`src/hdl/tpqm_pkg.sv`:
```
// Shared constants, types and the quad check for the triangle pair quad merger.
package tpqm_pkg;

  localparam int MAX_CORNERS  = 128;
  localparam int INDEX_BITS   = 16;
  localparam int VERTEX_LIMIT = 128;
  localparam int CORNER_W     = 16;
  localparam int VIDX_W       = 7;
  localparam int VCOUNT_W     = 8;
  localparam int TOTAL_W      = $clog2(MAX_CORNERS + 1);
  localparam int SUM_W        = TOTAL_W + 1;
  localparam int QUEUE_DEPTH  = 4;

  typedef enum logic [1:0] {
    OUT_OK       = 2'd0,
    OUT_RANGE    = 2'd1,
    OUT_CAPACITY = 2'd2
  } outcome_e;

  typedef logic [3:0][CORNER_W-1:0] quad_t;

  // One queued job: up to two checked quads, then an optional error beat.
  typedef struct packed {
    logic [7:0][VIDX_W-1:0] idx;
    logic [1:0]             nquad;
    outcome_e               err;
    logic                   fin;
  } job_t;

  // Range check on all four corners first, then the mesh capacity check.
  function automatic outcome_e check_quad(input quad_t q, input logic [VCOUNT_W-1:0] lim,
                                          input logic [SUM_W-1:0] base);
    logic range_bad;
    range_bad = 1'b0;
    for (int i = 0; i < 4; i++) begin
      if (q[i] >= CORNER_W'(lim)) range_bad = 1'b1;
    end
    if (range_bad) return OUT_RANGE;
    else if (base + SUM_W'(4) > SUM_W'(MAX_CORNERS)) return OUT_CAPACITY;
    else return OUT_OK;
  endfunction

endpackage

```
`src/hdl/tpqm_front.sv`:
```
// Front end: accepts triangles, merges pairs, checks quads and queues output jobs.
module tpqm_front (
  input  logic                          clk_i,
  input  logic                          rst_ni,
  input  logic                          in_valid_i,
  output logic                          in_ready_o,
  input  logic [tpqm_pkg::CORNER_W-1:0] corner_a_i,
  input  logic [tpqm_pkg::CORNER_W-1:0] corner_b_i,
  input  logic [tpqm_pkg::CORNER_W-1:0] corner_c_i,
  input  logic                          final_triangle_i,
  input  logic [tpqm_pkg::VCOUNT_W-1:0] vertex_count_i,
  input  logic                          full_i,
  output logic                          push_o,
  output tpqm_pkg::job_t                job_o
);
  import tpqm_pkg::*;

  localparam logic [CORNER_W-1:0] IDX_MASK = (INDEX_BITS >= CORNER_W) ? {CORNER_W{1'b1}}
                                           : CORNER_W'((64'd1 << INDEX_BITS) - 64'd1);

  logic [2:0][CORNER_W-1:0] tri_in;
  logic [2:0][CORNER_W-1:0] held_q;
  logic                     held_valid_q, held_valid_d;
  logic                     discard_q, discard_d;
  logic [TOTAL_W-1:0]       total_q, total_d;
  logic                     load_held;

  logic                     merge_hit;
  quad_t                    merge_quad, held_deg, tri_deg, quad_a, quad_b;
  logic [VCOUNT_W-1:0]      lim;
  logic [SUM_W-1:0]         base;
  outcome_e                 code_a, code_b;
  logic                     two_quads, accept, emit;

  assign tri_in[0] = corner_a_i & IDX_MASK;
  assign tri_in[1] = corner_b_i & IDX_MASK;
  assign tri_in[2] = corner_c_i & IDX_MASK;

  assign lim  = (vertex_count_i > VCOUNT_W'(VERTEX_LIMIT)) ? VCOUNT_W'(VERTEX_LIMIT)
                                                           : vertex_count_i;
  assign base = SUM_W'(total_q);

  // The lowest pending edge wins, then the lowest incoming edge.
  always_comb begin
    merge_hit  = 1'b0;
    merge_quad = '0;
    for (int e = 2; e >= 0; e--) begin
      for (int s = 2; s >= 0; s--) begin
        if (tri_in[s] == held_q[(e + 1) % 3] && tri_in[(s + 1) % 3] == held_q[e]) begin
          merge_hit = 1'b1;
          if (e == 0) begin
            merge_quad[0] = held_q[0];
            merge_quad[1] = tri_in[(s + 2) % 3];
            merge_quad[2] = held_q[2];
            merge_quad[3] = held_q[1];
          end else begin
            merge_quad[0] = held_q[(e + 1) % 3];
            merge_quad[1] = held_q[(e + 2) % 3];
            merge_quad[2] = tri_in[(s + 2) % 3];
            merge_quad[3] = held_q[e];
          end
        end
      end
    end
  end

  assign held_deg = {held_q[2], held_q[2], held_q[1], held_q[0]};
  assign tri_deg  = {tri_in[2], tri_in[2], tri_in[1], tri_in[0]};
  assign quad_a   = held_valid_q ? (merge_hit ? merge_quad : held_deg) : tri_deg;
  assign quad_b   = tri_deg;

  assign code_a    = check_quad(quad_a, lim, base);
  assign code_b    = check_quad(quad_b, lim, base + SUM_W'(4));
  assign two_quads = held_valid_q && !merge_hit && final_triangle_i;

  always_comb begin
    for (int i = 0; i < 4; i++) begin
      job_o.idx[i]     = quad_a[i][VIDX_W-1:0];
      job_o.idx[i + 4] = quad_b[i][VIDX_W-1:0];
    end
    job_o.fin = final_triangle_i;
    if (code_a != OUT_OK) begin
      job_o.nquad = 2'd0;
      job_o.err   = code_a;
    end else if (two_quads) begin
      job_o.nquad = (code_b == OUT_OK) ? 2'd2 : 2'd1;
      job_o.err   = code_b;
    end else begin
      job_o.nquad = 2'd1;
      job_o.err   = OUT_OK;
    end
  end

  assign in_ready_o = !full_i;
  assign accept     = in_valid_i && !full_i;
  assign emit       = !discard_q && (held_valid_q || final_triangle_i);
  assign push_o     = accept && emit;

  always_comb begin
    held_valid_d = held_valid_q;
    discard_d    = discard_q;
    total_d      = total_q;
    load_held    = 1'b0;
    if (accept) begin
      if (final_triangle_i) begin
        held_valid_d = 1'b0;
        discard_d    = 1'b0;
        total_d      = '0;
      end else if (discard_q) begin
        discard_d = 1'b1;
      end else if (held_valid_q && job_o.err != OUT_OK) begin
        held_valid_d = 1'b0;
        discard_d    = 1'b1;
      end else if (!held_valid_q) begin
        held_valid_d = 1'b1;
        load_held    = 1'b1;
      end else begin
        held_valid_d = !merge_hit;
        load_held    = !merge_hit;
        total_d      = TOTAL_W'(base + SUM_W'(4));
      end
    end
  end

  always_ff @(posedge clk_i or negedge rst_ni) begin
    if (!rst_ni) begin
      held_valid_q <= 1'b0;
      discard_q    <= 1'b0;
      total_q      <= '0;
    end else begin
      held_valid_q <= held_valid_d;
      discard_q    <= discard_d;
      total_q      <= total_d;
    end
  end

  always_ff @(posedge clk_i) begin
    if (load_held) held_q <= tri_in;
  end

endmodule

```
`src/hdl/tpqm_queue.sv`:
```
// Small job queue that decouples the front end from the beat serializer.
module tpqm_queue (
  input  logic           clk_i,
  input  logic           rst_ni,
  input  logic           push_i,
  input  tpqm_pkg::job_t job_i,
  output logic           full_o,
  input  logic           pop_i,
  output tpqm_pkg::job_t job_o,
  output logic           empty_o
);
  import tpqm_pkg::*;

  localparam int PTR_W = $clog2(QUEUE_DEPTH);

  job_t                mem_q [QUEUE_DEPTH];
  logic [PTR_W-1:0]    wr_ptr_q, rd_ptr_q;
  logic [PTR_W:0]      count_q;

  assign full_o  = (count_q == (PTR_W + 1)'(QUEUE_DEPTH));
  assign empty_o = (count_q == '0);
  assign job_o   = mem_q[rd_ptr_q];

  always_ff @(posedge clk_i) begin
    if (push_i) mem_q[wr_ptr_q] <= job_i;
  end

  always_ff @(posedge clk_i or negedge rst_ni) begin
    if (!rst_ni) begin
      wr_ptr_q <= '0;
      rd_ptr_q <= '0;
      count_q  <= '0;
    end else begin
      if (push_i) wr_ptr_q <= (wr_ptr_q == PTR_W'(QUEUE_DEPTH - 1)) ? '0 : wr_ptr_q + 1'b1;
      if (pop_i)  rd_ptr_q <= (rd_ptr_q == PTR_W'(QUEUE_DEPTH - 1)) ? '0 : rd_ptr_q + 1'b1;
      if (push_i && !pop_i)      count_q <= count_q + 1'b1;
      else if (pop_i && !push_i) count_q <= count_q - 1'b1;
    end
  end

endmodule

```
`src/hdl/tpqm_back.sv`:
```
// Back end: turns queued jobs into result beats behind an output register.
module tpqm_back (
  input  logic                        clk_i,
  input  logic                        rst_ni,
  input  logic                        empty_i,
  input  tpqm_pkg::job_t              job_i,
  output logic                        pop_o,
  output logic                        out_valid_o,
  input  logic                        out_ready_i,
  output logic [tpqm_pkg::VIDX_W-1:0] vertex_index_o,
  output logic [1:0]                  outcome_o,
  output logic                        run_end_o,
  output logic                        mesh_end_o
);
  import tpqm_pkg::*;

  logic [2:0]        beat_q;
  logic [3:0]        quad_beats, total_beats;
  logic              err_beat, last_beat, advance;
  logic              out_valid_q;
  logic [VIDX_W-1:0] vidx_q;
  outcome_e          outcome_q;
  logic              run_end_q, mesh_end_q;

  assign quad_beats  = {job_i.nquad, 2'b00};
  assign total_beats = quad_beats + {3'd0, job_i.err != OUT_OK};
  assign err_beat    = ({1'b0, beat_q} >= quad_beats);
  assign last_beat   = ({1'b0, beat_q} == total_beats - 4'd1);
  assign advance     = !empty_i && (!out_valid_q || out_ready_i);
  assign pop_o       = advance && last_beat;

  always_ff @(posedge clk_i or negedge rst_ni) begin
    if (!rst_ni) begin
      beat_q      <= '0;
      out_valid_q <= 1'b0;
    end else if (advance) begin
      beat_q      <= last_beat ? 3'd0 : beat_q + 3'd1;
      out_valid_q <= 1'b1;
    end else if (out_ready_i) begin
      out_valid_q <= 1'b0;
    end
  end

  always_ff @(posedge clk_i) begin
    if (advance) begin
      vidx_q     <= err_beat ? '0 : job_i.idx[beat_q];
      outcome_q  <= err_beat ? job_i.err : OUT_OK;
      run_end_q  <= last_beat;
      mesh_end_q <= last_beat && (job_i.err != OUT_OK || job_i.fin);
    end
  end

  assign out_valid_o    = out_valid_q;
  assign vertex_index_o = vidx_q;
  assign outcome_o      = outcome_q;
  assign run_end_o      = run_end_q;
  assign mesh_end_o     = mesh_end_q;

endmodule

```
`src/hdl/triangle_pair_quad_merger_unit.sv`:
```
// Top level of the triangle pair quad merger: front end, job queue, beat serializer.
//
// Triangles arrive one per input beat and one is held pending; when the next triangle
// runs a pending edge backwards the two leave as one quad, otherwise the pending one
// leaves as the degenerate quad (a,b,c,c), and the final triangle of a mesh flushes
// it. Every quad is checked against vertex_count (values above 128 act as 128) and the
// mesh capacity before any corner goes out; a failure sends one error beat with
// mesh_end set and the rest of the mesh is dropped up to its final triangle. The
// front end takes a new triangle in every cycle while the four-entry job queue has
// room. The result channel runs one corner beat per cycle from the output register
// while jobs are queued and the receiver is ready, and a triangle yields zero, one,
// four, five or eight results, about two on a fully merged mesh and four when nothing
// merges. Results pass through the job queue and the output register. The
// vertex_count register is written through its own beat channel, which is always
// ready, and it should change only while the block is idle.
module triangle_pair_quad_merger_unit (
  input  logic                          clk_i,
  input  logic                          rst_ni,
  input  logic                          cfg_valid_i,
  output logic                          cfg_ready_o,
  input  logic [tpqm_pkg::VCOUNT_W-1:0] cfg_vertex_count_i,
  input  logic                          in_valid_i,
  output logic                          in_ready_o,
  input  logic [tpqm_pkg::CORNER_W-1:0] corner_a_i,
  input  logic [tpqm_pkg::CORNER_W-1:0] corner_b_i,
  input  logic [tpqm_pkg::CORNER_W-1:0] corner_c_i,
  input  logic                          final_triangle_i,
  output logic                          out_valid_o,
  input  logic                          out_ready_i,
  output logic [tpqm_pkg::VIDX_W-1:0]   vertex_index_o,
  output logic [1:0]                    outcome_o,
  output logic                          run_end_o,
  output logic                          mesh_end_o
);
  import tpqm_pkg::*;

  logic [VCOUNT_W-1:0] vertex_count_q;
  logic                push, pop, q_full, q_empty;
  job_t                push_job, head_job;

  // The configuration channel never stalls.
  assign cfg_ready_o = 1'b1;

  always_ff @(posedge clk_i or negedge rst_ni) begin
    if (!rst_ni) begin
      vertex_count_q <= VCOUNT_W'(VERTEX_LIMIT);
    end else if (cfg_valid_i) begin
      vertex_count_q <= cfg_vertex_count_i;
    end
  end

  // The front end decides every outcome, including errors, at accept time.
  tpqm_front u_front (
    .clk_i            (clk_i),
    .rst_ni           (rst_ni),
    .in_valid_i       (in_valid_i),
    .in_ready_o       (in_ready_o),
    .corner_a_i       (corner_a_i),
    .corner_b_i       (corner_b_i),
    .corner_c_i       (corner_c_i),
    .final_triangle_i (final_triangle_i),
    .vertex_count_i   (vertex_count_q),
    .full_i           (q_full),
    .push_o           (push),
    .job_o            (push_job)
  );

  tpqm_queue u_queue (
    .clk_i   (clk_i),
    .rst_ni  (rst_ni),
    .push_i  (push),
    .job_i   (push_job),
    .full_o  (q_full),
    .pop_i   (pop),
    .job_o   (head_job),
    .empty_o (q_empty)
  );

  // The back end only expands queued jobs into beats.
  tpqm_back u_back (
    .clk_i          (clk_i),
    .rst_ni         (rst_ni),
    .empty_i        (q_empty),
    .job_i          (head_job),
    .pop_o          (pop),
    .out_valid_o    (out_valid_o),
    .out_ready_i    (out_ready_i),
    .vertex_index_o (vertex_index_o),
    .outcome_o      (outcome_o),
    .run_end_o      (run_end_o),
    .mesh_end_o     (mesh_end_o)
  );

  // An error beat always closes both its run and the mesh.
  assert property (@(posedge clk_i) disable iff (!rst_ni)
    out_valid_o && (outcome_o != OUT_OK) |-> run_end_o && mesh_end_o)
    else $error("error beat without run_end and mesh_end");

  // The end of a mesh is also the end of a run.
  assert property (@(posedge clk_i) disable iff (!rst_ni)
    out_valid_o && mesh_end_o |-> run_end_o)
    else $error("mesh_end without run_end");

  // Error beats never carry a corner index.
  assert property (@(posedge clk_i) disable iff (!rst_ni)
    out_valid_o && (outcome_o != OUT_OK) |-> vertex_index_o == '0)
    else $error("error beat with nonzero vertex index");

  // A job is only popped when one is there.
  assert property (@(posedge clk_i) disable iff (!rst_ni)
    pop |-> !q_empty)
    else $error("job queue underflow");

  // A job is only pushed when there is room.
  assert property (@(posedge clk_i) disable iff (!rst_ni)
    push |-> !q_full)
    else $error("job queue overflow");

endmodule

```
`config.mk`:
```
export PLATFORM = sky130hd
export DESIGN_NAME = triangle_pair_quad_merger_unit
export DESIGN_NICKNAME = d
export VERILOG_FILES = /design/src/hdl/tpqm_pkg.sv /design/src/hdl/tpqm_front.sv /design/src/hdl/tpqm_queue.sv /design/src/hdl/tpqm_back.sv /design/src/hdl/triangle_pair_quad_merger_unit.sv
export SDC_FILE = /design/constraint.sdc
export NUM_CORES = 1
export LEC_CHECK = 0
export BUFFER_PORTS_ARGS = -buffer_cell sky130_fd_sc_hd__buf_2
export CAP_MARGIN = 20
export CELL_PAD_IN_SITES_DETAIL_PLACEMENT = 0
export CELL_PAD_IN_SITES_GLOBAL_PLACEMENT = 2
export CORE_UTILIZATION = 45
export DETAILED_ROUTE_END_ITERATION = 6
export GPL_ROUTABILITY_DRIVEN = 0
export PLACE_DENSITY = 0.89
export REMOVE_ABC_BUFFERS = 1
export SLEW_MARGIN = 20
export SYNTH_ARGS = -nofsm -noshare
export SYNTH_HDL_FRONTEND = slang
export SYNTH_SLANG_ARGS = --single-unit
```
`constraint.sdc`:
```
create_clock -name clk_i -period 10.1 [get_ports clk_i]
set_input_delay 2.02 -clock clk_i [delete_from_list [all_inputs] [get_ports clk_i]]
set_output_delay 2.02 -clock clk_i [all_outputs]
set_load 0.02 [all_outputs]
```
Word-level counts from Yosys, hierarchy flattened

Memories as Yosys holds them, arrays and structs flattened.
Index checks and enable logic that the tools add are counted.

Flip-flop bits (word level): 88
RAM bits: 244
Input bits: 62
Output and inout port bits: 14
Word-level logic and storage cells: 153
Memories: 1

Memory list:

| name          | words | bits a word | read ports | clocked after Yosys merged registers in | wr ports | line             | text |
|---|---|---|---|---|---|---|---|
| u_queue.mem_q | 4     | 61          | 1          | 0                                       | 1        | tpqm_queue.sv:16 | `job_t mem_q [QUEUE_DEPTH];` |

$add $sub $neg: 9
$lt $le $gt $ge: 12
Eq/ne operators: 15
Mux-type cells: 60
Reductions and logical operators: 40

Operators with widths:

| cell                  | number |
|---|---|
| $mux W64              | 11 |
| $eq A16 B16 Y1        | 9 |
| $ge A16 B8 Y1         | 7 |
| $mux W8               | 5 |
| $mux W1               | 30 |
| $bmux W7 S3           | 1 |
| $logic_and A1 B1 Y1   | 20 |
| $gt A9 B8 Y1 const B  | 2 |
| $mux W2               | 7 |
| $reduce_bool A2 Y1    | 6 |
| $add A8 B3 Y9 const B | 1 |
| $add A9 B3 Y9 const B | 1 |
| $mux W3               | 3 |
| $gt A8 B8 Y1 const B  | 1 |
| $mux W4               | 2 |
| $logic_not A1 Y1      | 7 |
| $mux W7               | 1 |
| $add A3 B1 Y3 const B | 2 |
| $add A2 B1 Y2 const B | 2 |
| $add A4 B1 Y4         | 1 |
| $eq A2 B2 Y1 const B  | 2 |
| $eq A3 B4 Y1          | 1 |
| $ge A3 B4 Y1          | 1 |
| $lt A3 B4 Y1 const B  | 1 |
| 9 further kinds       | 12 |

Longest topological paths before layout

Depth after elaboration: 27
Mapped depth: 25
Depth with buffers taken out: 22

Cells and area by module

Synthesis repeated with hierarchy kept, for this count alone.

Cells, all modules: 1,373
Area, all modules: 18,472.7 um^2

By module, submodules not included:

| module                         | times used | cells an instance | area an instance (um^2) | sequential area each (um^2) |
|---|---|---|---|---|
| tpqm_queue                     | 1          | 356               | 9,290.2                 | 7,502.2 |
| tpqm_front                     | 1          | 921               | 7,734.9                 | 1,641.6 |
| tpqm_back                      | 1          | 77                | 1,103.6                 | 430.4 |
| triangle_pair_quad_merger_unit | 1          | 19                | 344.1                   | 201.4 |

Least setup slack after synthesis

OpenSTA, ideal clock, no wires.

Kind: in2reg
From: input corner_b_i[3] (netlist bit)
To: register u_front.held_q (netlist bit u_front.held_deg[0]), enable pin
Setup time: 0.410 ns
Data arrival time: 7.762 ns
Required time: 9.690 ns
Path slack: 1.927 ns
Cell stages on the path: 23
Path buffers: 3
Cell sequence: clkbuf_1 > xnor2_1 > nand4_1 > nor4_2 > a22oi_2 > and2_0 > buf_2 > a21oi_2 > nand2_1 > o22ai_1 > a21oi_1 > ha_1 > a222oi_1 > o21ai_0 > a2111oi_0 > o2111ai_1 > or4_1 > a221o_1 > nor3b_2 > nand4_1 > buf_2 > o21ai_0 > and2_1

Word-level cells in the longest chain between the ends: 26
Elaborated cells between the ends (all ways): 54
Those cells by class: order compare (5); eq/ne (3); mux (34); reduce/logical (12)

RTL lines:

| what                                             | line                                 | text |
|---|---|---|
| from (decl)                                      | triangle_pair_quad_merger_unit.sv:25 | `input logic [tpqm_pkg::CORNER_W-1:0] corner_b_i,` |
| $eq A16 B16 Y1                                   | tpqm_front.sv:49                     | `if (tri_in[s] == held_q[(e + 1) % 3] && tri_in[(s + 1) % 3] == held_q[e]) begin` |
| $logic_and A1 B1 Y1                              | tpqm_front.sv:49                     |  |
| $mux W64 or $mux W1 (tied branches) (8 in a row) | tpqm_front.sv:49                     |  |
| $mux W64 (2 in a row)                            | tpqm_front.sv:69                     | `assign quad_a = held_valid_q ? (merge_hit ? merge_quad : held_deg) : tri_deg;` |
| $ge A16 B8 Y1                                    | tpqm_pkg.sv:36                       | `if (q[i] >= CORNER_W'(lim)) range_bad = 1'b1;` |
| $mux W1 (4 in a row)                             | tpqm_pkg.sv:36                       |  |
| $mux W2                                          | tpqm_pkg.sv:38                       | `if (range_bad) return OUT_RANGE;` |
| $reduce_bool A2 Y1                               | tpqm_front.sv:82                     | `if (code_a != OUT_OK) begin` |
| $mux W4                                          | tpqm_front.sv:82                     |  |
| $reduce_bool A2 Y1                               | tpqm_front.sv:111                    | `end else if (held_valid_q && job_o.err != OUT_OK) begin` |
| $logic_and A1 B1 Y1                              | tpqm_front.sv:111                    |  |
| $mux W1 (*)                                      | tpqm_front.sv:111                    |  |
| $mux W1 (*)                                      | tpqm_front.sv:109                    | `end else if (discard_q) begin` |
| $mux W1 (*)                                      | tpqm_front.sv:105                    | `if (final_triangle_i) begin` |
| $mux W1 (*)                                      | tpqm_front.sv:104                    | `if (accept) begin` |
| net u_front.load_held                            | tpqm_front.sv:26                     | `logic load_held;` |
| to (signal assigned)                             | tpqm_front.sv:138                    | `if (load_held) held_q <= tri_in;` |
| to (decl)                                        | tpqm_front.sv:22                     | `logic [2:0][CORNER_W-1:0] held_q;` |

Mark *: on every way through the listed nets, which the timed path passes. The rest lies on a longest branch.
A chain may end at the register's enable or synchronous reset.

Worst setup path after layout

From: input corner_a_i[4] (netlist bit)
To: register u_front.held_q (netlist bit u_front.held_deg[18]), enable pin

Word-level cells in the longest chain between the ends: 27
Elaborated cells between the ends (all ways): 56
Those cells by class: order compare (5); eq/ne (3); mux (36); reduce/logical (12)

RTL lines:

| what                                             | line                                 | text |
|---|---|---|
| from (decl)                                      | triangle_pair_quad_merger_unit.sv:24 | `input logic [tpqm_pkg::CORNER_W-1:0] corner_a_i,` |
| $eq A16 B16 Y1                                   | tpqm_front.sv:49                     |  |
| $logic_and A1 B1 Y1                              | tpqm_front.sv:49                     |  |
| $mux W64 or $mux W1 (tied branches) (9 in a row) | tpqm_front.sv:49                     |  |
| $mux W64 (2 in a row)                            | tpqm_front.sv:69                     |  |
| $ge A16 B8 Y1                                    | tpqm_pkg.sv:36                       |  |
| $mux W1 (4 in a row)                             | tpqm_pkg.sv:36                       |  |
| $mux W2                                          | tpqm_pkg.sv:38                       |  |
| $reduce_bool A2 Y1                               | tpqm_front.sv:82                     |  |
| $mux W4                                          | tpqm_front.sv:82                     |  |
| $reduce_bool A2 Y1                               | tpqm_front.sv:111                    |  |
| $logic_and A1 B1 Y1                              | tpqm_front.sv:111                    |  |
| $mux W1 (*)                                      | tpqm_front.sv:111                    |  |
| $mux W1 (*)                                      | tpqm_front.sv:109                    |  |
| $mux W1 (*)                                      | tpqm_front.sv:105                    |  |
| $mux W1 (*)                                      | tpqm_front.sv:104                    |  |
| net u_front.load_held                            | tpqm_front.sv:26                     |  |

Marks and branches as above.

==> reports/qor.txt <==
Final Slew Violations - 0
Synth Area in XOR/XNOR - 7.79%
DR iter-0 viols - 1469
Most common cell after layout, fill and taps aside - edfxtp_1
Layout filler cell count - 3280
Row count - 71
Multiplexer share of the synthesized area - 10.6%
Post-CTS setup buffers - 0
Vias - 11800
Metal3 WL - 4180 um
Nets - 1515
Boundary pin count - 76
Final Power - 4.43 mW
Max Fclk - 110 MHz
Synth area leaders - edfxtp_1 48%, mux4_2 8.0%, ha_1 5.1%, xor2_1 5.1%, dfrtp_1 3.8%
CTS tree - done
Overflow after GRT - 0
Routed len/inst - 25.9 um
Seq/Total Area, Yosys - 52.3%
Compound-Gate Fraction of Synth Area - 9.62%
HP Class - flip-flop to flip-flop
Final cell count without fillers - 1919
Dpl cells - 1857
Post-Synth Simple-Gate Area - 10.4%
Hold_ws - 0.494 ns
Normalized max-slew margin - 36.3%
Placed Area - 17800 um^2
Gate Count Post-Synth - 1373
Synth Area in Adders - 5.24%
Top cell type's share of synthesized area - 48.3%
M1 wire length - 22400 um
Commonest non-fill, non-tap cells in the layout - 275 x edfxtp_1, 99 x xor2_1, 99 x nor2_1
Root Driver - clkbuf_16
R2R depth - 22
Post-Synthesis Cell Area - 17100 um^2
CTS H-tree lvls - 2
Crit path launch type - input pin
CTS Buffer Depth - 3
TNS Setup - 0 ns
Worst vdd ir - 0.000125 V
Req. time, crit path - 10.32 ns
Number of remaining DRC errors - 0
Vias in the first global route - 11300
Post-DP HPWL - 34300 um
Period minus WS final - 9.06 ns
Status - finished clean
Post-synth EDFFs - 275
Core area - 37500 um^2
Port-buffer cells - 74
All-Layer GR Usage - 26.3%
CP arrival - 9.28 ns
Seq cells post-synth - 302
Die ar. - 38800 um^2
Routed Antenna Nets - 0
Cell taking the most area after synthesis - edfxtp_1
Hold path depth - 1
Leak - 6.71 nW
Die W - 197 um
Initial Util - 45.6%
First-pass GRT wire length - 75000 um
WL met2 - 21800 um
Largest net degree at the start of global routing - 74
# resized after CTS - 0
Syn avg cell area - 12.4 um^2
Final period utilization - 89.7%
Design area - 18900 um^2
Post-synth cell types - 84
Initial antenna violation count - 0
TritonCTS Buffers - 34
Slew @ Worst Pin - 0.956 ns
Routed WL - 49800 um
Fin Clk Skew - 0.0173 ns
Layout area overhead - 10.7%
Main combinational cell family by area after synthesis - multiplexers
RSZ-0062 raised after global routing - no
Clk slew on worst S/H paths - 0.06 ns
Cts hold-fix bufs - 0
Pwr dens - 234 nW/um^2
Share of cells above drive strength 1 - 19.4%
Main synth FF type - edfxtp_1
Via/cell ratio - 6.15
# clock sinks - 302
Yosys warnings - 0
Final Hold Fails - 0
Synth async-reset ratio - 8.94%
Final number of setup-violating endpoints - 0
Worst-Skew Late Latency - 0.55 ns
Ant diodes - 0
Chip height - 197 um
Crit. End Element - flip-flop
Max Used Layer - met4
Worst Path Class, Setup - input pin to flip-flop
First-pass iteration count of the detailed router - 5
Critical path peak fanout - 48
Max cap viols - 0
-- registers in the layout, summed over array words and instances, names as in the netlist, 2 cells and up --
signal / flops
u_queue.mem_q: 216
u_front.held_deg: 48
vertex_count_q: 8
u_back.vertex_index_o: 7
u_front.total_q: 6
u_back.beat_q: 3
u_queue.count_q: 3
u_back.outcome_o: 2
u_queue.rd_ptr_q: 2
u_queue.wr_ptr_q: 2
-- metrics by stage --
step	setup WS [ns]	util, %
after floorplan	1.65	-
after global placement	0.596	47.4
after detailed placement	0.731	47.4
after CTS	1.24	50.5
after global routing	0.525	50.5
final	1.04	50.5
-- cell families (layout without fill, tap and decap cells) --
kind of cell               after synthesis  in the layout
xor gates and xnor gates               152            152
DFF                                    302            302
and+or+nand+nor                        346            346
adders and majority gates               71             71
buffers and inverters                  159            194
other                                    1              1
muxes                                  102            102
AOI/OAI and AO/OA                      240            240
-- routing by layer --
layer / vias to the layer above / GRT usage [%]
met2: 623 / 39.0
li1: 5215 / -
met1: 5867 / 39.5
met5: - / 0
met3: 100 / 4.71
met4: 0 / 7.52
-- synth_stat cells, types with 6 or more instances --
cell type,count
clkbuf_1,67
nand2_1,95
or3_1,6
a31oi_1,7
a21oi_1,64
buf_1,6
nor3_1,13
mux2_2,14
o22ai_1,13
o31ai_1,14
mux2i_1,26
xor2_1,99
edfxtp_1,275
nand3_1,19
mux4_2,61
buf_2,49
nand4_1,25
and4_1,9
xnor2_1,53
and2_1,12
o21ai_0,37
ha_1,70
a21o_1,11
nor2_1,99
inv_1,24
nor4_1,26
o2111ai_1,9
a311oi_1,10
nor4_2,7
a221oi_1,9
or2_2,6
dfrtp_1,26
-- worst max-delay path: stages --
cell	delay, ns
buf_2	0.27
buf_4	0.27
xor2_1	0.10
nor4_1	0.54
nand4_1	0.35
o22ai_1	0.60
nor2_1	0.17
a21oi_2	0.64
nand2_1	0.49
o22ai_1	0.25
a21oi_1	0.13
ha_1	0.38
a222oi_1	0.38
o21ai_0	0.15
a2111oi_0	0.42
o2111ai_1	0.17
or4_1	0.48
a221o_1	0.33
nor3b_2	0.18
nand4_1	0.10
buf_4	0.21
o21ai_0	0.13
and2_2	0.18
buf_12	0.26
-- path summary, 6_finish.rpt --
| path | from | endpoint | slack [ns] |
|---|---|---|---|
| max in group asynchronous | rst_ni | u_queue.rd_ptr_q[0]$_DFFE_PN0P_ | 7.97 |
| min in group asynchronous | rst_ni | u_back.beat_q[2]$_DFFE_PN0P_ | 1.56 |
| min | u_queue.count_q[2]$_DFFE_PN0P_ | u_queue.count_q[2]$_DFFE_PN0P_ | 0.49 |
| max | corner_a_i[4] | u_front.held_deg[18]$_DFFE_PP_ | 1.04 |
| min reg2reg | u_queue.count_q[2]$_DFFE_PN0P_ | u_queue.count_q[2]$_DFFE_PN0P_ | 0.49 |
| max reg2reg | u_front.held_deg[22]$_DFFE_PP_ | u_front.held_deg[18]$_DFFE_PP_ | 2.35 |
-- layout make-up --
type	instances	area (um^2)	area share (%)
flip-flops and latches	302	8940	47.3
multi-input cells	912	7470	39.5
clock buffers	40	905	4.78
well taps	511	639	3.38
repair buffers	105	616	3.25
clock inverters	22	238	1.26
inverters	27	101	0.536
-- report_power, final --
part,internal (mW),leakage [nW],switching (mW)
clock network,0.749,0.553,0.512
logic,0.545,3.32,0.842
registers,1.65,2.83,0.130
total,2.94,6.71,1.48
Note: power is estimated with default switching activity, not from simulation.
